==> config.mk <==
export PLATFORM = sky130hd
export DESIGN_NAME = first_fit_heap_allocator
export DESIGN_NICKNAME = d
export VERILOG_FILES = /design/src/ffha_pkg.sv /design/src/first_fit_heap_allocator.sv
export SDC_FILE = /design/constraint.sdc
export NUM_CORES = 2
export LEC_CHECK = 0
export BUFFER_PORTS_ARGS = -buffer_cell sky130_fd_sc_hd__buf_2
export CAP_MARGIN = 30
export CORE_AREA = 2 2 332 334
export CTS_CLUSTER_SIZE = 8
export DETAILED_ROUTE_END_ITERATION = 10
export DIE_AREA = 0 0 334 336
export HOLD_SLACK_MARGIN = 0.12
export SLEW_MARGIN = 20
export SYNTH_ARGS = -nofsm -noshare
export SYNTH_HDL_FRONTEND = slang
export SYNTH_SLANG_ARGS = --single-unit
==> constraint.sdc <==
create_clock -name clock -period 10.9 [get_ports clock]
set_input_delay 0.545 -clock clock [delete_from_list [all_inputs] [get_ports clock]]
set_output_delay 0.545 -clock clock [all_outputs]
set_load 0.005 [all_outputs]
==> src/ffha_pkg.sv <==
package ffha_pkg;

   localparam logic [1:0] STATUS_OK        = 2'd0;
   localparam logic [1:0] STATUS_NO_FIT    = 2'd1;
   localparam logic [1:0] STATUS_TABLE_FULL = 2'd2;

   localparam logic ACTION_ALLOC = 1'b0;
   localparam logic ACTION_FREE  = 1'b1;

   localparam logic CSR_HEAP_BASE = 1'b0;
   localparam logic CSR_HEAP_END  = 1'b1;

   localparam logic [15:0] EVEN_MASK = 16'hfffe;

   typedef struct packed {
      logic [15:0] start;
      logic [15:0] length;
   } ffha_entry_type;

endpackage

==> src/first_fit_heap_allocator.sv <==
// First-fit heap allocator over an address-ordered table of free extents kept in a
// FREE_SLOTS-entry memory with one write port and one registered read port. Each request
// is handled by a small sequencer that reads one table entry at a time, in a read state
// and a check state: an allocate scans until the first extent that fits, a free scans
// to its insertion point and then shifts the tail of the table one entry at a time on a
// merge of both neighbors or an insert. The result is registered when the scan and
// shift through the single read port are done; a result still waiting in the output
// register holds the sequencer in its last state. The block takes no request while one
// is in work. After reset and after each write of heap_base or heap_end the first table
// entry is rewritten before the next request is taken.
// A free must give the granted size returned by its allocate.
module first_fit_heap_allocator #(
   parameter int FREE_SLOTS   = 16,
   parameter int BLOCK_HEADER = 4,
   parameter int HEAP_HEADER  = 8
) (
   input  logic        clock,
   input  logic        reset,
   input  logic        req_tvalid,
   output logic        req_tready,
   // action[0], request_bytes[16:1], block_address[32:17], block_size[48:33]
   input  logic [55:0] req_tdata,
   output logic        rsp_tvalid,
   input  logic        rsp_tready,
   // status[1:0], granted_address[17:2], granted_size[33:18],
   // blocks_in_use[49:34], bytes_in_use[65:50]
   output logic [71:0] rsp_tdata,
   input  logic        csr_we,
   input  logic        csr_addr,
   input  logic [15:0] csr_wdata
);
   import ffha_pkg::*;

   localparam int IW = (FREE_SLOTS > 1) ? $clog2(FREE_SLOTS) : 1;
   localparam int CW = $clog2(FREE_SLOTS + 1);
   localparam logic [15:0] BH16 = 16'(BLOCK_HEADER);
   localparam logic [15:0] HH16 = 16'(HEAP_HEADER);
   localparam logic [16:0] NEED_PAD = 17'(2 * BLOCK_HEADER);
   localparam logic [CW-1:0] SLOTS_C = CW'(FREE_SLOTS);

   localparam logic [3:0] S_IDLE = 4'd0;
   localparam logic [3:0] S_ARD  = 4'd1;
   localparam logic [3:0] S_ACK  = 4'd2;
   localparam logic [3:0] S_FRD  = 4'd3;
   localparam logic [3:0] S_FCK  = 4'd4;
   localparam logic [3:0] S_DEC  = 4'd5;
   localparam logic [3:0] S_SRD  = 4'd6;
   localparam logic [3:0] S_SWR  = 4'd7;
   localparam logic [3:0] S_INS  = 4'd8;
   localparam logic [3:0] S_FIN  = 4'd9;

   ffha_entry_type mem [FREE_SLOTS];
   ffha_entry_type rd_data_ff;

   logic [3:0]     state_ff, state_in;
   logic           pending_ff, pending_in;
   logic [15:0]    base_ff, base_in, end_ff, end_in;
   logic [CW-1:0]  count_ff, count_in;
   logic [15:0]    blocks_ff, blocks_in, bytes_ff, bytes_in;
   logic [CW-1:0]  k_ff, k_in, sh_ff, sh_in;
   logic           op_ff, op_in, remove_ff, remove_in;
   logic [15:0]    req_ff, req_in, ptr_ff, ptr_in, size_ff, size_in;
   ffha_entry_type prev_ff, prev_in, next_ff, next_in;
   logic           has_prev_ff, has_prev_in, has_next_ff, has_next_in;
   logic [1:0]     res_status_ff, res_status_in;
   logic [15:0]    res_addr_ff, res_addr_in, res_size_ff, res_size_in;
   logic           rsp_valid_ff, rsp_valid_in;
   logic [71:0]    rsp_data_ff, rsp_data_in;

   logic           wr_en;
   logic [IW-1:0]  wr_addr, rd_addr;
   ffha_entry_type wr_data;

   logic [16:0]    need;
   logic [15:0]    hdr, blk_end;
   logic           prev_adj, next_adj;

   assign req_tready = (state_ff == S_IDLE) && !pending_ff;
   assign rsp_tvalid = rsp_valid_ff;
   assign rsp_tdata  = rsp_data_ff;

   assign need     = {1'b0, req_ff} + NEED_PAD;
   assign hdr      = ptr_ff - BH16;
   assign blk_end  = hdr + size_ff;
   assign prev_adj = has_prev_ff && ((prev_ff.start + prev_ff.length) == hdr);
   assign next_adj = has_next_ff && (blk_end == next_ff.start);

   always_comb begin
      state_in      = state_ff;
      pending_in    = pending_ff;
      base_in       = base_ff;
      end_in        = end_ff;
      count_in      = count_ff;
      blocks_in     = blocks_ff;
      bytes_in      = bytes_ff;
      k_in          = k_ff;
      sh_in         = sh_ff;
      op_in         = op_ff;
      remove_in     = remove_ff;
      req_in        = req_ff;
      ptr_in        = ptr_ff;
      size_in       = size_ff;
      prev_in       = prev_ff;
      next_in       = next_ff;
      has_prev_in   = has_prev_ff;
      has_next_in   = has_next_ff;
      res_status_in = res_status_ff;
      res_addr_in   = res_addr_ff;
      res_size_in   = res_size_ff;
      rsp_valid_in  = rsp_valid_ff && !rsp_tready;
      rsp_data_in   = rsp_data_ff;
      wr_en         = 1'b0;
      wr_addr       = k_ff[IW-1:0];
      wr_data       = '0;
      rd_addr       = k_ff[IW-1:0];

      case (state_ff)
         S_IDLE: begin
            if (pending_ff) begin
               wr_en        = 1'b1;
               wr_addr      = '0;
               wr_data.start  = base_ff + HH16;
               wr_data.length = end_ff - base_ff - HH16;
               pending_in   = 1'b0;
            end else if (req_tvalid) begin
               op_in         = req_tdata[0];
               req_in        = (req_tdata[16:1] + 16'd1) & EVEN_MASK;
               ptr_in        = req_tdata[32:17];
               size_in       = req_tdata[48:33];
               k_in          = '0;
               has_prev_in   = 1'b0;
               has_next_in   = 1'b0;
               res_status_in = STATUS_OK;
               res_addr_in   = '0;
               res_size_in   = '0;
               if (count_ff == '0) begin
                  res_status_in = (req_tdata[0] == ACTION_ALLOC) ? STATUS_NO_FIT : STATUS_OK;
                  state_in = (req_tdata[0] == ACTION_ALLOC) ? S_FIN : S_DEC;
               end else begin
                  state_in = (req_tdata[0] == ACTION_ALLOC) ? S_ARD : S_FRD;
               end
            end
         end
         S_ARD: state_in = S_ACK;
         S_ACK: begin
            if ({1'b0, rd_data_ff.length} > need) begin
               wr_en          = 1'b1;
               wr_data.start  = rd_data_ff.start + req_ff + BH16;
               wr_data.length = rd_data_ff.length - (req_ff + BH16);
               res_addr_in    = rd_data_ff.start + BH16;
               res_size_in    = req_ff + BH16;
               state_in       = S_FIN;
            end else if ((k_ff + 1'b1) < count_ff) begin
               k_in     = k_ff + 1'b1;
               state_in = S_ARD;
            end else begin
               res_status_in = STATUS_NO_FIT;
               state_in      = S_FIN;
            end
         end
         S_FRD: state_in = S_FCK;
         S_FCK: begin
            if (rd_data_ff.start < ptr_ff) begin
               prev_in     = rd_data_ff;
               has_prev_in = 1'b1;
               k_in        = k_ff + 1'b1;
               state_in    = ((k_ff + 1'b1) < count_ff) ? S_FRD : S_DEC;
            end else begin
               next_in     = rd_data_ff;
               has_next_in = 1'b1;
               state_in    = S_DEC;
            end
         end
         S_DEC: begin
            if (prev_adj) begin
               wr_en         = 1'b1;
               wr_addr       = IW'(k_ff - 1'b1);
               wr_data.start = prev_ff.start;
               if (next_adj) begin
                  // both neighbors touch: grow the lower one, drop the upper one
                  wr_data.length = prev_ff.length + size_ff + next_ff.length;
                  remove_in = 1'b1;
                  sh_in     = k_ff;
                  if ((k_ff + 1'b1) < count_ff) begin
                     state_in = S_SRD;
                  end else begin
                     count_in = count_ff - 1'b1;
                     state_in = S_FIN;
                  end
               end else begin
                  wr_data.length = prev_ff.length + size_ff;
                  state_in = S_FIN;
               end
            end else if (next_adj) begin
               wr_en          = 1'b1;
               wr_data.start  = hdr;
               wr_data.length = next_ff.length + size_ff;
               state_in       = S_FIN;
            end else if (count_ff >= SLOTS_C) begin
               res_status_in = STATUS_TABLE_FULL;
               state_in      = S_FIN;
            end else begin
               remove_in = 1'b0;
               sh_in     = count_ff;
               state_in  = (count_ff > k_ff) ? S_SRD : S_INS;
            end
         end
         S_SRD: begin
            rd_addr  = remove_ff ? IW'(sh_ff + 1'b1) : IW'(sh_ff - 1'b1);
            state_in = S_SWR;
         end
         S_SWR: begin
            wr_en   = 1'b1;
            wr_addr = sh_ff[IW-1:0];
            wr_data = rd_data_ff;
            if (remove_ff) begin
               sh_in = sh_ff + 1'b1;
               if (({1'b0, sh_ff} + (CW+1)'(2)) < {1'b0, count_ff}) begin
                  state_in = S_SRD;
               end else begin
                  count_in = count_ff - 1'b1;
                  state_in = S_FIN;
               end
            end else begin
               sh_in    = sh_ff - 1'b1;
               state_in = ((sh_ff - 1'b1) > k_ff) ? S_SRD : S_INS;
            end
         end
         S_INS: begin
            wr_en          = 1'b1;
            wr_data.start  = hdr;
            wr_data.length = size_ff;
            count_in       = count_ff + 1'b1;
            state_in       = S_FIN;
         end
         S_FIN: begin
            if (!rsp_valid_ff || rsp_tready) begin
               if (res_status_ff == STATUS_OK) begin
                  if (op_ff == ACTION_ALLOC) begin
                     blocks_in = blocks_ff + 16'd1;
                     bytes_in  = bytes_ff + res_size_ff;
                  end else begin
                     blocks_in = blocks_ff - 16'd1;
                     bytes_in  = bytes_ff - size_ff;
                  end
               end
               rsp_valid_in = 1'b1;
               rsp_data_in  = {6'd0, bytes_in, blocks_in, res_size_ff, res_addr_ff,
                               res_status_ff};
               state_in     = S_IDLE;
            end
         end
         default: state_in = S_IDLE;
      endcase

      // window writes must arrive only while idle; the block itself does not enforce this
      if (csr_we) begin
         if (csr_addr == CSR_HEAP_BASE) base_in = csr_wdata;
         if (csr_addr == CSR_HEAP_END)  end_in  = csr_wdata;
         pending_in = 1'b1;
         count_in   = CW'(1);
         blocks_in  = '0;
         bytes_in   = '0;
      end
   end

   always_ff @(posedge clock) begin
      if (wr_en) begin
         mem[wr_addr] <= wr_data;
      end
      rd_data_ff <= mem[rd_addr];
   end

   always_ff @(posedge clock) begin
      if (reset) begin
         state_ff     <= S_IDLE;
         pending_ff   <= 1'b1;
         base_ff      <= 16'd0;
         end_ff       <= 16'd32768;
         count_ff     <= CW'(1);
         blocks_ff    <= '0;
         bytes_ff     <= '0;
         rsp_valid_ff <= 1'b0;
      end else begin
         state_ff     <= state_in;
         pending_ff   <= pending_in;
         base_ff      <= base_in;
         end_ff       <= end_in;
         count_ff     <= count_in;
         blocks_ff    <= blocks_in;
         bytes_ff     <= bytes_in;
         rsp_valid_ff <= rsp_valid_in;
      end
      k_ff          <= k_in;
      sh_ff         <= sh_in;
      op_ff         <= op_in;
      remove_ff     <= remove_in;
      req_ff        <= req_in;
      ptr_ff        <= ptr_in;
      size_ff       <= size_in;
      prev_ff       <= prev_in;
      next_ff       <= next_in;
      has_prev_ff   <= has_prev_in;
      has_next_ff   <= has_next_in;
      res_status_ff <= res_status_in;
      res_addr_ff   <= res_addr_in;
      res_size_ff   <= res_size_in;
      rsp_data_ff   <= rsp_data_in;
   end

endmodule
# Word level (Yosys, flattened, before mapping)
# Memories as Yosys holds them, arrays and structs flattened. A register that Yosys moved wholly into a read port is not among the register bits.
# Cells that the tools add are included.
# totals
out_inout_bits,74
memories,1
inputBits,78
latch_bits,0
reg_bits,300
ramBits,512
mem_bits_ro,0
# mem_list
name,depth,word_bits,rd,rd_ports_with_merged_regs,write_ports,line_no,rtl
mem,16,32,1,1,1,first_fit_heap_allocator.sv:52,ffha_entry_type mem [FREE_SLOTS];
# op_classes
eq_ne,34
bitwise_logic,3
magnitude_cmp,7
multipliers,0
n_reduce_logical,34
mux,88
addsub,27
shifts,0
div,0
# ops
operator,n
one-hot mux 32 bit (5 select lines),1
2-to-1 mux 16 bit,9
2-to-1 mux 32 bit,4
adder 16 bit,7
2-to-1 mux 4 bit,20
2-to-1 mux 5 bit,15
one-hot mux 16 bit (2 select lines),2
"adder 16 x 3 -> 16 bit, second input constant",3
subtractor 16 bit,3
one-hot mux 4 bit (10 select lines),1
"!= test 2 bit, second input constant",19
"adder 16 x 1 -> 16 bit, second input constant",2
equality test 16 bit,2
one-hot mux 5 bit (3 select lines),2
AND reduction 4 bit,5
2-to-1 mux 1 bit,18
"adder 16 x 4 -> 17 bit, second input constant",1
greater-than comparator 16 x 17 -> 1 bit,1
"adder 16 x 4 -> 16 bit, second input constant",1
"equality test 4 x 3 -> 1 bit, second input constant",4
less-than comparator 16 bit,1
2-to-1 mux 2 bit,8
"subtractor 16 x 1 -> 16 bit, second input constant",1
"subtractor 16 x 3 -> 16 bit, second input constant",1
other kinds (34),62

# Depth between registers and ports, before layout
# depth
ltp_word,9
depth_mapped,19

# Worst setup path before layout
# Ideal clock, no wire load.
# synth_timing
path_type,reg2reg
startpoint,register ptr_ff[2]
endpoint,memory mem[2][0] (netlist name) (enable)
stages_incl_launch_ff,17
path_buffers,1
path_slack_ns,2.872
t_arrival_ns,7.515
setup_ns,0.513
cell_sequence,edfxtp_1 inv_1 ha_1 nor4b_2 nand2_1 xnor2_1 ha_1 and2_4 a311o_1 o31a_1 o311a_1 nand4b_1 or4_4 buf_6 o211ai_1 nand3_1 nor4b_1
# synth_via
elab_chain_cells,9
# synth_lines
element,line_no,rtl
start: declaration,first_fit_heap_allocator.sv:62,"logic [15:0] req_ff, req_in, ptr_ff, ptr_in, size_ff, size_in;"
start signal: assignment,first_fit_heap_allocator.sv:299,ptr_ff <= ptr_in;
subtractor 16 x 3 -> 16 bit (*),first_fit_heap_allocator.sv:83,assign hdr = ptr_ff - BH16;
adder 16 bit,first_fit_heap_allocator.sv:84,assign blk_end = hdr + size_ff;
equality test 16 bit,first_fit_heap_allocator.sv:86,assign next_adj = has_next_ff && (blk_end == next_ff.start);
logical AND 1 bit,first_fit_heap_allocator.sv:86,
2-to-1 mux 1 bit,first_fit_heap_allocator.sv:194,end else if (next_adj) begin
2-to-1 mux 1 bit,first_fit_heap_allocator.sv:175,if (prev_adj) begin
one-hot mux 1 bit (4 select lines),first_fit_heap_allocator.sv:117,case (state_ff)
2-to-1 mux 1 bit,first_fit_heap_allocator.sv:268,if (wr_en) begin
2-to-1 mux 1 bit (not written as such),first_fit_heap_allocator.sv:269,mem[wr_addr] <= wr_data;
end: declaration,first_fit_heap_allocator.sv:52,
# Every way passes the cells marked *; elsewhere a longest branch is shown, timed or not.

# Worst setup path in the final report
# layout_timing
startpoint,register ptr_ff[2]
endpoint,memory mem[1][13] (netlist name) (enable)
# The elaborated chain is that of the path after synthesis.

==> flow_summary_export.csv <==
group,metric,value,unit
outcome,outcome,"finished clean",
sta,clock_skew,0.0837,ns
sta,fin_tns_setup,0,ns
drt,drt-initial-drc-count,2695,
floorplan,start_util,39.9,%
drt,first_pass_iters,6,
worst_setup_path,crit_type,"flop to flop",
yosys,synth_flop_cell,"edfxtp_1",
finish,layout_common_cells,"735 x edfxtp_1, 341 x nand2_1, 252 x ha_1, 200 x a21oi_1, 169 x xnor2_1",
sta,maxSlewHeadroom,34.3,%
clocking,insertion_delay,0.75,ns
global_routing,grt-ovfl-total,0,
yosys,netlist_area,43200,um^2
clocking,clk_pin_slew_worst_paths,0.05,ns
floorplan,dieArea,112000,um^2
clocking,postCtsSetupBuffers,0,
sta,hold_violations,0,
global_routing,antenna_found_initial,1,
sta,report.final.slew_viol_count,0,
drt,num_vias,29134,
worst_setup_path,rr_worst_depth,17,
sta,fmax,0.135,GHz
worst_setup_path,r2r_end,"mem[1][13]",
finish,syn2layout_area_growth,15.4,%
finish,multi_input_area,18100,um^2
floorplan,die_h,336,um
finish,fill_cells,9674,
sta,setup_viol,0,
clocking,cts-root-buf,"clkbuf_16",
sta,fin_crit_sh,68.2,%
clocking,cts_tree,"yes",
pwr,leakage,18.0,nW
run,drv_cap,0,
place,globalplace.congestion,0.933,
floorplan,coreArea,108000,um^2
finish,final_nets,4022,
pwr,total_power,8.79,mW
yosys,synth-edff-count,735,
place,port_buffers,137,
drt,viasPerCell,5.63,
yosys,postSynthAreaPerCell,12.6,um^2
global_routing,grt_max_degree,129,
worst_setup_path,required,11.23,ns
global_routing,grt_pass1_vias,28516,
worst_setup_path,cp_max_fo,27,
floorplan,num_io_pins,152,
drt,post_drt_wl_per_cell,23.7,um
pwr,ir_drop,0.138,mV
drt,ant_nets,0,
drt,wirelength,123000,um
clocking,cts_buffers,116,
worst_hold_path,hp-class,"input port to flop",
worst_hold_path,hp-start,"req_tdata[16]",
sta,tightest_slew,0.986,ns
sta,rsz0062_at_grt,"no",
drt,route.detailed.drc,0,
worst_hold_path,holdPathStages,2,
yosys,synth-async-reset-ratio,0,%
finish,layout-drive-gt1-share,14.1,%
floorplan,rows,121,
clocking,cts.sink_count,842,
worst_setup_path,end_kind,"flop",
clocking,htreeDepth,3,
finish,final_common_cell,"edfxtp_1",
yosys,ys_ff_latch,842,
place,hpwl,82300,um
finish,area.sequential,24200,um^2
worst_setup_path,crit_arrival,7.76,ns
global_routing,grt_pass1_wl,182000,um
worst_setup_path,start_kind,"flop",
worst_setup_path,r2r-start,"ptr_ff[2]",
pwr,power_density,176,nW/um^2
worst_setup_path,reg2reg_slack,3.47,ns
global_routing,track_usage,21.7,%
yosys,syn_inst,3425,
yosys,ys_warn_count,0,
finish,antenna_cells,0,
yosys,ys_seq_area_share,56.0,%
floorplan,die_width,334,um
worst_hold_path,hold_end,"req_ff[15]",
yosys,synth.distinct_cells,89,
clocking,clk_path_buf_depth,3,
sta,fin_crit,7.43,ns
[power by group]
| part | internal [mW] | total [mW] | switching (mW) | leakage, nW |
|---|---|---|---|---|
| combinational | 0.533 | 1.44 | 0.912 | 8.70 |
| sequential | 3.81 | 3.97 | 0.159 | 7.64 |
| clock | 1.99 | 3.37 | 1.38 | 1.61 |
[worst max-delay path by stage]
stage	from	end	slack (ns)	depth (start not counted)
after global placement	ptr_ff[2]	mem[0][25]	3.46	17
after detailed placement	ptr_ff[2]	mem[0][24]	3.48	17
after floorplan	ptr_ff[2]	mem[2][0]	2.87	16
after CTS	ptr_ff[2]	mem[0][20]	3.41	17
final	ptr_ff[2]	mem[1][13]	3.47	17
after global routing	ptr_ff[2]	mem[3][20]	3.05	17
[layout make-up]
class / instances / share of cell area, %
multi-input cells: 2303 / 36.2
inverters: 150 / 1.13
clock buffers: 195 / 6.45
well taps: 1414 / 3.55
clock inverters: 9 / 0.399
repair buffers: 266 / 3.72
flip-flops and latches: 842 / 48.5
[worst max-delay path: stages, from the launching register on]
cell      delay (ns)
edfxtp_1        0.53
inv_1           0.27
ha_1            0.24
nor4b_2         0.42
nand2_1         0.12
xnor2_1         0.55
ha_1            0.44
and2_4          0.18
a311o_1         0.38
a221oi_2        0.35
nand3_1         0.11
nor4bb_1        0.47
nand4b_1        0.17
or4_4           0.66
o311ai_1        0.56
nand3b_1        0.32
nor3_2          0.63
buf_4           0.59
[flip-flops by register name, indices dropped and copies added, names as in the netlist, 2 cells and up]
register,cells
size_ff,16
res_size_ff,15
k_ff,5
end_ff,16
rsp_tdata,65
prev_ff,32
base_ff,16
res_addr_ff,16
blocks_ff,16
next_ff,32
state_ff,4
rd_data_ff,32
res_status_ff,2
mem,512
count_ff,5
bytes_ff,16
sh_ff,5
ptr_ff,16
req_ff,15
[metal layers]
| metal | vias to the layer above | wire length [um] | global-route usage [%] |
|---|---|---|---|
| li1 | 13550 | - | - |
| met5 | - | 0 | 0 |
| met4 | 0 | 5360 | 9.97 |
| met3 | 212 | 8570 | 3.45 |
| met1 | 14306 | 50800 | 28.4 |
| met2 | 1066 | 58100 | 35.7 |
[synthesized netlist by cell type (28+ instances only)]
cell,instances,share of area [%]
clkbuf_1,99,0.86
nand3_1,80,0.93
dfxtp_1,107,5.0
nand2_1,341,3.0
nor2_1,156,1.4
nand2b_1,28,0.41
ha_1,252,7.3
o21ai_0,148,1.7
nor3_1,55,0.64
and3_1,40,0.58
and2_1,45,0.65
inv_1,148,1.3
xor2_1,71,1.4
edfxtp_1,735,51
a21oi_1,200,2.3
a21o_1,42,0.73
xnor2_1,169,3.4
mux4_2,128,6.7
a31oi_1,62,0.90
a211oi_1,50,0.87
[per-stage QoR]
stage,utilization (%),setup slack (ns),hold slack [ns],cells,cell area (um^2)
floorplan,-,2.87,0.400,3431,43200
global placement,42.3,3.46,0.402,4917,45900
detailed placement,42.3,3.48,0.406,4921,45900
CTS,46.0,3.41,0.141,5175,49800
global route,46.0,3.05,0.176,5179,49900
finish,46.0,3.47,0.172,5179,49900
[cells by family (layout without fill, tap and decap cells)]
family | count (synthesis) | in the layout | synth area share (%)
buffers and inverters | 286 | 620 | 2.65
xor gates and xnor gates | 245 | 245 | 5.12
AOI/OAI and AO/OA | 714 | 714 | 10.6
muxes | 153 | 153 | 7.25
and+or+nand+nor | 919 | 919 | 10.4
other | 1 | 7 | 0.00868
DFF | 842 | 842 | 56.0
adders and majority gates | 265 | 265 | 7.90
[timing repair]
item / CTS / global route
endpoints found under the setup margin: 0 / 0
hold buffers: 50 / 0
endpoints found under the hold margin: 66 / 0
resized for setup: 0 / 0
Power figures use the tool's default switching activity.
